## src/hw/rtl/bhtp_queue.sv

```systemverilog
`default_nettype none
// ----------------------------------------------------------------------------
// bhtp_queue
// two-entry queue of finished keys between front and back
// ----------------------------------------------------------------------------
module bhtp_queue #(
    parameter int WIDTH = 8
) (
    input  wire              i_clk,
    input  wire              i_rst_n,
    input  wire              i_push,
    input  wire  [WIDTH-1:0] i_data,
    output logic             o_full,
    input  wire              i_pop,
    output logic             o_empty,
    output logic [WIDTH-1:0] o_data
);
    logic [WIDTH-1:0] r_mem [2];
    logic             r_wp, r_rp;
    logic [1:0]       r_count;

    always_ff @(posedge i_clk) begin
        if (!i_rst_n) begin
            r_wp    <= 1'b0;
            r_rp    <= 1'b0;
            r_count <= '0;
        end else begin
            if (i_push) begin
                r_wp <= ~r_wp;
            end
            if (i_pop) begin
                r_rp <= ~r_rp;
            end
            r_count <= r_count + 2'(i_push) - 2'(i_pop);
        end
    end

    always_ff @(posedge i_clk) begin
        if (i_push) begin
            r_mem[r_wp] <= i_data;
        end
    end

    assign o_full  = (r_count == 2'd2);
    assign o_empty = (r_count == 2'd0);
    assign o_data  = r_mem[r_rp];

    a_no_overrun: assert property (@(posedge i_clk) disable iff (!i_rst_n)
        (i_push |-> !o_full) and (i_pop |-> !o_empty))
        else $error("queue overrun or underrun");

endmodule
`default_nettype wire

```

## config.mk

```make
export PLATFORM = sky130hd
export DESIGN_NAME = bhtp_queue
export DESIGN_NICKNAME = d
export VERILOG_FILES = /design/src/hw/rtl/bhtp_queue.sv
export SDC_FILE = /design/constraint.sdc
export NUM_CORES = 1
export LEC_CHECK = 0
export BUFFER_PORTS_ARGS = -buffer_cell sky130_fd_sc_hd__clkbuf_2
export CORE_MARGIN = 5
export CORE_UTILIZATION = 49
export CTS_BUF_LIST = sky130_fd_sc_hd__clkbuf_16
export DETAILED_ROUTE_END_ITERATION = 12
export PLACE_DENSITY = 0.75
export SLEW_MARGIN = 10
export SYNTH_ARGS = -nofsm -noshare
export SYNTH_HDL_FRONTEND = slang
export SYNTH_SLANG_ARGS = --single-unit
export TNS_END_PERCENT = 10
```

## constraint.sdc

```tcl
create_clock -name i_clk -period 1.44 [get_ports i_clk]
set_input_delay 0.144 -clock i_clk [delete_from_list [all_inputs] [get_ports i_clk]]
set_output_delay 0.144 -clock i_clk [all_outputs]
set_load 0.05 [all_outputs]
```

==> qor.yml, run 1 <==
timing:
  worst_slack_ns: 0.0743
  setup_viol: 0
  rsz0062_at_grt: "no"
  slew_headroom_pct: 76.0
  fin_worst_skew_ns: 0.00277
  fin_crit_ns: 1.37
  tns_ns: 0
  hold_violations: 0
  tightest_slew_ns: 0.360
  fin_hold_ws_ns: 0.0873
  slew_viol_final: 0
  period_share_pct: 94.8
  fmax_mhz: 732
clocking:
  cts_root_buffer: "clkbuf_16"
  clock_latency_ns: 0.25
  cts_num_sinks: 21
  cts_tree: "built"
  cts.clk_slew.worst_paths_ns: 0.05
  clockBufferDepth: 2
  htree_levels: 1
  post_cts_buffers: 0
  cts_hold_buf: 0
  numCtsBuffers: 3
route:
  dr.first_iter.drc_count: 2
  detail_route.wirelength_mm: 1.17
  drt-vias-per-instance: 4.90
  ant_nets: 0
  vias: 426
  firstDrtPassIters: 2
  wire_per_inst_microns: 13.4
  drc: 0
layout:
  syn2layout_area_growth_pct: 26.3
  final_layout_size_suffix_gt1_share_pct: 47.9
  layout_common_cells: "21 x clkbuf_2, 16 x edfxtp_1, 8 x mux2_2"
  antenna_cells: 0
  fin_nets: 86
  final_common_cell: "clkbuf_2"
  fillers: 111
  final_cells: 87
global_routing:
  grt_use_met1_pct: 12.8
  antenna_found_initial: 0
  track_usage_pct: 10.8
  grt_busiest_layer: "met2"
  grt_max_degree: 12
  met2_usage_pct: 18.6
  first_global_vias: 491
  met3_usage_pct: 2.96
  gr-total-overflow: 0
  grt_pass1_wl_mm: 2.14
power_and_ir_drop:
  power.density_nw_per_um2: 1570
  p_leak_nw: 0.422
  p_int_w: 0.00118
  seqPwrFrac_pct: 45.7
  pwr-share-comb_pct: 19.4
  p_sw_w: 0.000409
  ir_drop_uv: 1210
  pwr-share-clk_pct: 34.9
  p_total_w: 0.00158
  p_sw_share_pct: 25.8
floorplanning:
  io-pin-count: 22
  placementRows: 14
  core-area_sq_um: 1520
  fp.dieArea_sq_um: 2540
  dieWidth_microns: 50.4
  chipHeight_microns: 50.4
  start_util_pct: 52.5
critical_path:
  crit-reg2reg-launch: "r_count[0]"
  cp_data_arrival_time_ns: 1.22
  r2r_cells: 6
  rrSetupSlack_ns: 0.22
  timing.rr.end: "r_count[1]"
  endpoint_kind: "primary output"
  cp_data_required_time_ns: 1.30
  start_kind: "flip-flop"
  critPathMaxFanout: 8
  path_class: "flip-flop to primary output"
place:
  dp_cells: 83
  gp_routability_congestion: 0.677
  dpl.hpwl_microns: 902
  numPortBuffers: 21
  post-place-ws_ns: 0.155
logic_synthesis:
  syn_area_sq_um: 801
  syn_avg_cell_area_sq_um: 17.4
  seq_area_frac_synth_pct: 72.5
  syn-num-nets: 60
  ys_warn_count: 0
  syn_inst: 46
  synth_cell_types: 12
  synth_seq_cells: 21
job:
  drv_cap: 0
worst_hold_path:
  worstHoldPathType: "primary input to flip-flop"
  whs_endpoint: "r_mem[0][0]"
  worstHoldStart: "i_data[0]"
  holdPathStages: 1
outcome:
  outcome: "completed"
==> per-layer routing <==
layer	vias up	routed length, microns
met5	-	0
met4	0	0
met3	0	66
met2	11	640
met1	198	461
li1	217	-
==> flip-flops by register name (all words and copies together), names as in the netlist, named ones only <==
name	flops
r_rp	1
r_count	2
r_wp	1
r_mem	16
==> cells by family after synthesis <==
logic type,Yosys count,synth area share [%]
flops,21,72.5
simple gates,9,6.72
mux,8,11.3
buf+inv,3,1.56
xor+xnor,2,3.91
fa+ha+maj,2,3.12
compound gates,1,0.938
==> critical path, stage by stage, from the launching register on <==
cell	delay (ns)
dfxtp_4	0.40
mux2_2	0.34
clkbuf_2	0.24
==> power groups by stage <==
| stage | registers [W] | logic [W] | clock network (W) |
|---|---|---|---|
| after floorplan | 0.000725 | 0.000250 | 0 |
| after global placement | 0.000735 | 0.000306 | 0 |
| after detailed placement | 0.000737 | 0.000312 | 0 |
| after CTS | 0.000725 | 0.000313 | 0.000567 |
| after global routing | 0.000730 | 0.000332 | 0.000596 |
| final | 0.000724 | 0.000307 | 0.000553 |
==> timing repair <==
item,in CTS,in global routing
endpoints found under the setup margin,8,8
gates cloned,0,0
resized for setup,1,1
==> cell type report <==
cell class	count	area [sq um]	area share, %
inverters	2	7.51	0.743
flip-flops and latches	21	584	57.8
repair buffers	22	113	11.1
multi-input cells	22	208	20.5
clock buffers	3	75.1	7.43
clock inverters	1	3.75	0.371
well taps	16	20.0	1.98
==> worst max path at each step <==
stage / cells after the start / to
after floorplan: 1 / o_full
after global placement: 2 / o_data[2]
after detailed placement: 2 / o_data[2]
after CTS: 2 / o_data[2]
after global routing: 2 / o_data[1]
final: 2 / o_data[1]
==> Yosys cell counts <==
cell type  instances  area [sq um]
xor2_1             1          8.76
o21a_1             1          7.51
edfxtp_1          16           480
nor2_1             1          3.75
ha_1               2          25.0
dfxtp_1            5           100
inv_1              2          7.51
nor2b_1            4          25.0
buf_2              1          5.00
mux2_2             8          90.1
xnor3_1            1          22.5
and2_1             4          25.0
==> through the flow <==
step | util (%) | cell area, sq um
CTS | 66.2 | 1010
detailed placement | 60.9 | 928
global placement | 60.9 | 928
finish | 66.3 | 1010
floorplan | - | 801
global route | 66.3 | 1010
(Power assumes the default switching activity.)
==> run 2: changes to the inputs <==
- REMOVE_ABC_BUFFERS: not set -> 1
- SETUP_SLACK_MARGIN: not set -> 0.3
==> qor.yml, run 2 (same netlist as run 1, synthesis figures left out) <==
timing:
  slew_viol_final: 0  # unchanged
  hold_violations: 0  # unchanged
  fin_hold_ws_ns: 0.0786  # -0.00877 ns
  tightest_slew_ns: 0.409  # +0.0491 ns
  setup_viol: 0  # unchanged
  slew_headroom_pct: 72.7  # -3.3 points
  rsz0062_at_grt: "yes"
  worst_slack_ns: 0.106  # +0.0312 ns
  fin_crit_ns: 1.33  # -0.0312 ns
  period_share_pct: 92.7  # -2.2 points
  tns_ns: 0  # unchanged
  fin_worst_skew_ns: 0.00179  # -0.000982 ns
  fmax_mhz: 749  # +2.3%
place:
  numPortBuffers: 21  # unchanged
  gp_routability_congestion: 0.676  # -0.13%
  post-place-ws_ns: 0.154  # -0.000250 ns
  dp_cells: 83  # unchanged
clocking:
  cts_hold_buf: 0  # unchanged
  post_cts_buffers: 0  # unchanged
  clock_latency_ns: 0.25  # about the same
  cts.clk_slew.worst_paths_ns: 0.06  # about the same
  cts_tree: "built"
  numCtsBuffers: 3  # unchanged
  cts_num_sinks: 21  # unchanged
  htree_levels: 1  # unchanged
  clockBufferDepth: 2  # unchanged
  cts_root_buffer: "clkbuf_16"
floorplanning:
  placementRows: 14  # unchanged
  core-area_sq_um: 1520  # unchanged
  dieWidth_microns: 50.4  # unchanged
  chipHeight_microns: 50.4  # unchanged
  fp.dieArea_sq_um: 2540  # unchanged
  io-pin-count: 22  # unchanged
  start_util_pct: 52.5  # unchanged
route:
  ant_nets: 0  # unchanged
  firstDrtPassIters: 2  # unchanged
  met1_length_microns: 523  # +13%
  top_layer: "met4"
  vias: 428  # +0.47%
  drt-vias-per-instance: 4.92  # +0.47%
  wire_per_inst_microns: 14.5  # +7.7%
  wl_met2_microns: 649  # +1.4%
  wl_met3_microns: 74  # +12%
  dr.first_iter.drc_count: 2  # unchanged
  drc: 0  # unchanged
  detail_route.wirelength_mm: 1.26  # +7.7%
layout:
  fin_nets: 86  # unchanged
  reg.largest.list: "r_mem x16, r_count x2"
  largest_reg_flops: 16  # unchanged
  final_layout_size_suffix_gt1_share_pct: 49.3  # +1.4 points
  syn2layout_area_growth_pct: 44.8
  final_cells: 87  # unchanged
  layout_common_cells: "16 x edfxtp_1, 13 x clkbuf_2, 8 x mux2_4"
  final_common_cell: "edfxtp_1"
  fillers: 98  # -12%
  antenna_cells: 0  # unchanged
  largest_register: "r_mem"
critical_path:
  critPathMaxFanout: 8  # unchanged
  path_class: "flip-flop to primary output"
  cp_top_family: "flip-flops"
  endpoint_kind: "primary output"
  cp_data_arrival_time_ns: 1.19  # -0.03 ns
  crit_chain: "mux2_4, clkbuf_16"
  start_kind: "flip-flop"
  crit_slowest_cell: "dfxtp_4"
  cp_data_required_time_ns: 1.30  # about the same
  crit_buf_inv: 1  # unchanged
  cpPeakStageDelay_ns: 0.44  # +0.04 ns
global_routing:
  grt_max_degree: 14  # +2
  grt_pass1_wl_mm: 2.15  # +0.61%
  antenna_found_initial: 0  # unchanged
  gr-total-overflow: 0  # unchanged
  track_usage_pct: 11.2  # +0.40 points
  first_global_vias: 481  # -2.0%
power_and_ir_drop:
  p_leak_nw: 0.492  # +16%
  ir_drop_uv: 1100  # -9.1%
  power.density_nw_per_um2: 1460  # -6.6%
worst_hold_path:
  worstHoldPathType: "primary input to flip-flop"
job:
  drv_cap: 0  # unchanged
outcome:
  outcome: "completed"
## run 2: cell types whose count changed in the layout (fill, tap and decap cells not counted)
cell        delta
clkbuf_2       -8
mux2_2         -8
mux2_4         +8
clkbuf_16      +4
clkbuf_8       +4
clkinvlp_4     +1
inv_1          -1
## run 2: layout make-up
cell class              count  area [sq um]  area share (%)
clock buffers               3          75.1            6.47
clock inverters             1          7.51           0.647
well taps                  16          20.0            1.73
flip-flops and latches     21           584            50.4
multi-input cells          22           238            20.5
inverters                   2          7.51           0.647
repair buffers             22           228            19.6
## run 2: through the flow
step           area, sq um  total power (W)  util, %
2_1_floorplan          796         0.000973        -
3_3_place_gp           928          0.00104     60.9
3_5_place_dp           928          0.00105     60.9
4_1_cts               1160          0.00171     76.1
5_1_grt               1160          0.00177     76.1
6_report              1160          0.00170     76.1
## run 2: worst register-to-register path, cell delays in order (launching register included)
cell and delay (ns):
dfxtp_1 0.34, inv_1 0.05, ha_1 0.26, inv_1 0.05, ha_1 0.14, xnor3_1 0.21
nor2b_1 0.10
## run 2: report_power, final
group | internal (W) | switching (W) | total (W)
combinational | 0.000179 | 0.000208 | 0.000387
clock | 0.000375 | 0.000206 | 0.000582
sequential | 0.000699 | 0.0000303 | 0.000730
## run 2: path summary, 6_finish.rpt
check,startpoint,end,slack [ns],cells after the start
min,i_data[3],r_mem[0][3],0.08,1
max,flip-flop,o_data[5],0.11,2
max reg2reg,r_count[0],r_count[1],0.23,6
min reg2reg,r_rp,flip-flop,0.60,2
## run 2: repair_timing
| action | 4_1_cts | 5_1_grt |
|---|---|---|
| endpoints found under the hold margin | 0 | 0 |
| gates resized for setup | 30 | 0 |
| endpoints found under the setup margin | 11 | 11 |
## run 2: layer usage
layer  up-vias  GRT usage, %
met5         -             0
met4         0          3.83
met3         2          3.85
met2        11          19.2
met1       200          12.9
li1        215             -
