==> src/hw/rtl/bhtp_pkg.sv <==
`default_nettype none
// ----------------------------------------------------------------------------
// bhtp_pkg
// shared types, codes and the letter-pair fold for the hash table probe
// ----------------------------------------------------------------------------
package bhtp_pkg;

    localparam int unsigned SUM_W = 17;
    localparam logic [SUM_W-1:0] FOLD_PRIME = 17'd36373;
    localparam logic [SUM_W-1:0] PAIR_WEIGHT = 17'd100;
    localparam logic [7:0] PAD_LETTER = 8'h5A;   // 'Z'
    localparam logic [7:0] CASE_OFFSET = 8'h20;

    localparam logic REQ_INSERT = 1'b0;
    localparam logic REQ_SEARCH = 1'b1;

    typedef enum logic [2:0] {
        ST_INSERTED  = 3'd0,
        ST_FOUND     = 3'd1,
        ST_NOT_FOUND = 3'd2,
        ST_FULL      = 3'd3,
        ST_TOO_LONG  = 3'd4
    } t_status;

    // per-key control carried from front to back
    typedef struct packed {
        logic             req;
        logic             ovf;
        logic [SUM_W-1:0] sum;
    } t_job_ctl;

    // result beat, status in the lowest bits
    typedef struct packed {
        logic [1:0] slot;
        logic [7:0] bucket;
        logic [9:0] probes;
        t_status    status;
    } t_result;

    function automatic logic [SUM_W-1:0] fold_add(input logic [SUM_W-1:0] sum,
                                                   input logic [7:0] first,
                                                   input logic [7:0] second);
        logic [SUM_W-1:0] t;
        t = sum + SUM_W'(first) * PAIR_WEIGHT + SUM_W'(second);
        return (t >= FOLD_PRIME) ? t - FOLD_PRIME : t;
    endfunction

endpackage
`default_nettype wire

==> src/hw/rtl/bhtp_front.sv <==
`default_nettype none
// ----------------------------------------------------------------------------
// bhtp_front
// collects key bytes, folds letter pairs, hands finished keys to the queue
// ----------------------------------------------------------------------------
module bhtp_front #(
    parameter int KEY_CHARS = 16
) (
    input  wire                          i_clk,
    input  wire                          i_rst_n,
    input  wire                          i_beat,
    input  wire                          i_req,
    input  wire  [7:0]                   i_char,
    input  wire                          i_last,
    output logic                         o_push,
    output bhtp_pkg::t_job_ctl           o_ctl,
    output logic [$clog2(KEY_CHARS+1)-1:0] o_len,
    output logic [KEY_CHARS*8-1:0]       o_chars
);
    import bhtp_pkg::*;

    localparam int LW = $clog2(KEY_CHARS + 1);
    localparam int IW = $clog2(KEY_CHARS);

    logic [KEY_CHARS*8-1:0] r_chars, n_chars;
    logic [LW-1:0]          r_len, n_len;
    logic                   r_ovf, n_ovf;
    logic                   r_par, n_par;
    logic [7:0]             r_pend, n_pend;
    logic [SUM_W-1:0]       r_sum, n_sum;
    logic [7:0]             up;
    logic                   is_letter;
    logic [SUM_W-1:0]       fin_sum;

    always_comb begin
        n_chars = r_chars;
        n_len   = r_len;
        n_ovf   = r_ovf;
        if (r_len < LW'(KEY_CHARS)) begin
            n_chars[{r_len[IW-1:0], 3'b000} +: 8] = i_char;
            n_len = r_len + LW'(1);
        end else begin
            n_ovf = 1'b1;
        end
        up = (i_char >= 8'h61 && i_char <= 8'h7A) ? i_char - CASE_OFFSET : i_char;
        is_letter = (up >= 8'h41 && up <= 8'h5A);
        n_par  = r_par;
        n_pend = r_pend;
        n_sum  = r_sum;
        if (is_letter) begin
            if (r_par) begin
                n_sum = fold_add(r_sum, r_pend, up);
                n_par = 1'b0;
            end else begin
                n_pend = up;
                n_par  = 1'b1;
            end
        end
        // odd letter count pairs with the pad letter
        fin_sum = n_par ? fold_add(n_sum, n_pend, PAD_LETTER) : n_sum;
    end

    always_ff @(posedge i_clk) begin
        if (!i_rst_n) begin
            r_len  <= '0;
            r_ovf  <= 1'b0;
            r_par  <= 1'b0;
            r_pend <= '0;
            r_sum  <= '0;
        end else if (i_beat) begin
            if (i_last) begin
                r_len  <= '0;
                r_ovf  <= 1'b0;
                r_par  <= 1'b0;
                r_pend <= '0;
                r_sum  <= '0;
            end else begin
                r_len  <= n_len;
                r_ovf  <= n_ovf;
                r_par  <= n_par;
                r_pend <= n_pend;
                r_sum  <= n_sum;
            end
        end
    end

    always_ff @(posedge i_clk) begin
        if (i_beat) begin
            r_chars <= n_chars;
        end
    end

    assign o_push     = i_beat && i_last;
    assign o_ctl.req  = i_req;
    assign o_ctl.ovf  = n_ovf;
    assign o_ctl.sum  = fin_sum;
    assign o_len      = n_len;
    assign o_chars    = n_chars;

    a_key_restarts: assert property (@(posedge i_clk) disable iff (!i_rst_n)
        (i_beat && i_last) |=> (r_len == '0 && !r_par && !r_ovf))
        else $error("key state not cleared after last beat");

endmodule
`default_nettype wire

==> config.mk <==
export PLATFORM = sky130hd
export DESIGN_NAME = bhtp_front
export DESIGN_NICKNAME = d
export VERILOG_FILES = /design/src/hw/rtl/bhtp_pkg.sv /design/src/hw/rtl/bhtp_front.sv
export SDC_FILE = /design/constraint.sdc
export NUM_CORES = 1
export LEC_CHECK = 0
export ABC_AREA = 1
export BUFFER_PORTS_ARGS = -buffer_cell sky130_fd_sc_hd__clkbuf_2
export CAP_MARGIN = 20
export CORE_AREA = 2 2 165 167
export CTS_BUF_LIST = sky130_fd_sc_hd__clkbuf_8 sky130_fd_sc_hd__clkbuf_16
export DETAILED_ROUTE_END_ITERATION = 6
export DIE_AREA = 0 0 167 169
export GPL_ROUTABILITY_DRIVEN = 0
export PLACE_DENSITY = 0.73
export RECOVER_POWER = 25
export SETUP_SLACK_MARGIN = 0.05
export SLEW_MARGIN = 5
export SYNTH_ARGS = -nofsm -noshare
export SYNTH_HDL_FRONTEND = slang
export SYNTH_SLANG_ARGS = --single-unit
export TNS_END_PERCENT = 1
==> constraint.sdc <==
create_clock -name i_clk -period 13.97 [get_ports i_clk]
set_input_delay 2.794 -clock i_clk [delete_from_list [all_inputs] [get_ports i_clk]]
set_output_delay 2.794 -clock i_clk [all_outputs]
set_load 0.1 [all_outputs]
==> summary.txt <==
======================================================================================================
Async set-or-reset flop fraction in the synthesized netlist .............................            0
Yosys warnings ..........................................................................            0
Pins Over Slew Limit ....................................................................           71
IO buf count ............................................................................          163
Worst-skew pair later-pin latency .......................................................       440 ps
Static power due to leakage .............................................................      6.64 nW
DRC .....................................................................................            0
Core Rows ...............................................................................           60
Outcome ................................................................................. complete, but fails checks
Overflow after GRT ......................................................................            0
Die span in y ...........................................................................       169 um
Cell type group with the largest total delay on the critical path ....................... simple AND/OR/NAND/NOR gates
Area growth syn-to-layout ...............................................................        14.7%
Area leader, netlist ....................................................................     edfxtp_1
Depth of the worst register-to-register path ............................................           29
CP Data Required Time ...................................................................    11,180 ps
Die footprint ...........................................................................  28,200 um^2
Depth of the CTS H-tree .................................................................            4
Upper clock frequency limit .............................................................     75.2 MHz
Via count of the first global-routing pass ..............................................        9,653
Most area-consuming cells after synthesis ............................................... edfxtp_1 (33%), nand2_1 (14%), ha_1 (12%), o21ai_0 (5.9%), inv_1 (5.5%)
Hold crit path type .....................................................................      reg2reg
Setup crit start kind ................................................................... primary input
Via count normalized by instance count ..................................................         5.36
Hold depth ..............................................................................            2
Clock root buffer .......................................................................    clkbuf_16
Peak supply drop ........................................................................    0.0990 mV
Launch instance of the worst register-to-register path ..................................    r_pend[2]
Pin count of the biggest net entering global routing ....................................           71
Number of synthesized flops with an enable pin ..........................................          128
CP Capture Type .........................................................................  output port
Hold Path End ...........................................................................        r_ovf
Setup_tns ...............................................................................         0 ps
Synthesized netlist cell count ..........................................................        1,460
Setup ws final ..........................................................................       681 ps
Power density of the placed cells .......................................................  110 nW/um^2
TritonCTS clock tree ....................................................................         done
Delay of the slowest cell on the worst path .............................................       510 ps
Number of library cell types mapped by synthesis ........................................           47
Width of the die ........................................................................       167 um
Placed inst area ........................................................................  12,700 um^2
Final Critical Period ...................................................................    13,290 ps
Worst flop-to-flop path endpoint ........................................................     r_sum[6]
Mapped Avg Cell Area ....................................................................    8.00 um^2
Detailed router's first-iteration violation count .......................................        1,039
Routed length per instance ..............................................................      16.3 um
Prevailing post-synth register cell .....................................................     edfxtp_1
Unrepaired setup endpoints after global routing .........................................           no
Critical Path AT ........................................................................    10,500 ps
Total routed wirelength .................................................................      31.8 mm
Std-Cell Core Area ......................................................................  26,500 um^2
Share of post-route cells with drive strength above 1 ...................................        0.157
Layout Nets .............................................................................        1,740
CTS max path bufs .......................................................................            2
Post-layout total power .................................................................    0.00147 W
Final setup vio count ...................................................................            0
Final Instance Count excl. Fillers ......................................................        1,952
Worst Min Path Start ....................................................................        r_ovf
Count of pins on the block boundary .....................................................          166
Critical setup path kind ................................................................       in2out
Crit path buf inv count .................................................................            8
Clock sink total ........................................................................          160
Cell area after layout ..................................................................  13,400 um^2
Worst setup timing slack at the placement stage .........................................       667 ps
Global routing usage summed across all routing layers ...................................        0.220
Wire length of the first global-routing pass ............................................      50.3 mm
Post-route clock period utilization .....................................................        0.951
Number of buffers added by the clock tree synthesis step ................................           17
Biggest fanout along the worst timing path ..............................................           22
Placed instance count ...................................................................        1,919
Residual antenna-violating net count after detailed routing .............................            0
Worst Tran Pin Value ....................................................................      3780 ps
Clock skew ..............................................................................      16.5 ps
R2R setup slack .........................................................................      7840 ps
Clock transition at the register clock pins on the worst setup and hold paths after CTS .        70 ps
Total via count after detailed routing ..................................................       10,500
Slowest cell on the critical path .......................................................         fa_1
Count of final hold-check violations ....................................................            0
Cell with the most instances on the worst path ..........................................      nand2_1
Proportion of netlist area held by the largest area contributor .........................        0.329
Initial core utilization ................................................................        0.441
HPWL Detailed ...........................................................................      23.9 mm
Number of synthesized register bits .....................................................          160
Cell area after synthesis ...............................................................  11,700 um^2
Syn Nets ................................................................................        1,603
Proportion of synthesized chip area in sequential cells .................................        0.384
Number of antenna violations at the first check in global routing .......................            1
Detailed-routing iteration count for the pre-antenna-repair pass ........................            5
Number of maximum-capacitance constraint violations .....................................            1
Failing checks .......................................................................... capacitance limit, slew limit
Number of hold buffers added after CTS ..................................................            0
Max_slew headroom .......................................................................        -1.52
======================================================================================================
[routing by layer]
| layer | routed length (um) | track usage | vias up |
|---|---|---|---|
| li1 | - | - | 5144 |
| met1 | 13900 | 0.295 | 4886 |
| met2 | 15100 | 0.371 | 382 |
| met3 | 2050 | 0.0290 | 46 |
| met4 | 735 | 0.0727 | 0 |
| met5 | 0 | 0 | - |
[Yosys cell counts (4+ instances only)]
master    count
a21oi_1      79
clkbuf_1     39
dfxtp_1      32
edfxtp_1    128
fa_1         14
ha_1        116
inv_1       172
inv_2        12
mux2_2        5
nand2_1     428
nand2_2      15
nand2_4       4
nand3_1      71
nand4_1      19
nor2_1       59
nor2_2        5
nor3_1        8
o21a_1        7
o21ai_0     137
o21ai_1       7
o21bai_1      6
o31ai_1       8
xnor2_1      18
xor2_1       27
[metrics by stage]
stage          hold slack [ps]   util
2_1_floorplan              429      -
3_3_place_gp               450  0.480
3_5_place_dp               470  0.480
4_1_cts                    481  0.505
5_1_grt                    495  0.505
6_report                   478  0.505
[state kept, by name (all words and copies together) (netlist names)]
register,cells
r_chars,128
r_len,5
r_ovf,1
r_par,1
r_pend,8
r_sum,17
[tightest hold or removal path, delay by kind of cell, from the launching register on]
family	cells	cell delay, ps
compound gates	1	40
simple gates	1	70
flops	1	330
[area by class of cell]
| type | count | area (um^2) |
|---|---|---|
| clock inverter | 15 | 221 |
| timing repair buffer | 164 | 820 |
| sequential | 160 | 4480 |
| multi-input combinational | 1068 | 6300 |
| inverter | 186 | 709 |
| antenna | 1 | 2.50 |
| clock buffer | 17 | 425 |
| fill | 2537 | 13100 |
| tap | 341 | 427 |
[power by group]
part | total [W] | switching (W) | internal (W)
Clock | 0.000517 | 0.000224 | 0.000293
Sequential | 0.000551 | 0.00000744 | 0.000544
Combinational | 0.000400 | 0.000334 | 0.0000663
Total | 0.00147 | 0.000566 | 0.000903
[worst max-delay path by stage]
stage	start	endpoint	cells after the start
CTS	i_char[0]	o_ctl[1]	41
finish	i_char[0]	o_ctl[1]	45
detailed placement	i_char[5]	o_ctl[1]	39
global placement	i_char[0]	o_ctl[8]	41
global route	i_char[5]	o_ctl[9]	39
floorplan	i_char[5]	o_ctl[0]	37
[cell usage in the layout, fill, tap and decap left out, types with 4 or more instances in the layout]
cell type,Yosys,layout
nand2_1,428,428
inv_1,172,169
clkbuf_2,0,160
o21ai_0,137,137
edfxtp_1,128,128
ha_1,116,116
a21oi_1,79,79
nand3_1,71,71
nor2_1,59,57
dfxtp_1,32,32
xor2_1,27,27
nand4_1,19,19
xnor2_1,18,18
clkbuf_16,0,17
nand2_2,15,15
fa_1,14,14
inv_2,12,12
nor3_1,8,8
o31ai_1,8,8
o21ai_1,7,7
nor2_2,5,7
o21a_1,7,7
o21bai_1,6,6
inv_8,0,6
nand2_4,4,4
mux2_2,5,4
[logic make-up after synthesis]
group                    count (synthesis)  share of synthesized area
AO/OA/AOI/OAI                          263                      0.122
adder cells (fa/ha/maj)                130                      0.148
multiplexers                             5                    0.00482
AND/OR/NAND/NOR                        623                      0.227
XOR/XNOR                                47                     0.0365
flip-flops                             160                      0.384
buffers and inverters                  232                     0.0768
[repair_timing]
item | 4_1_cts | 5_1_grt
buffers inserted | 0 | 0
gates resized for setup | 0 | 4
endpoints found under the setup margin | 0 | 17
No activity file was read; power rests on OpenSTA's default activity.
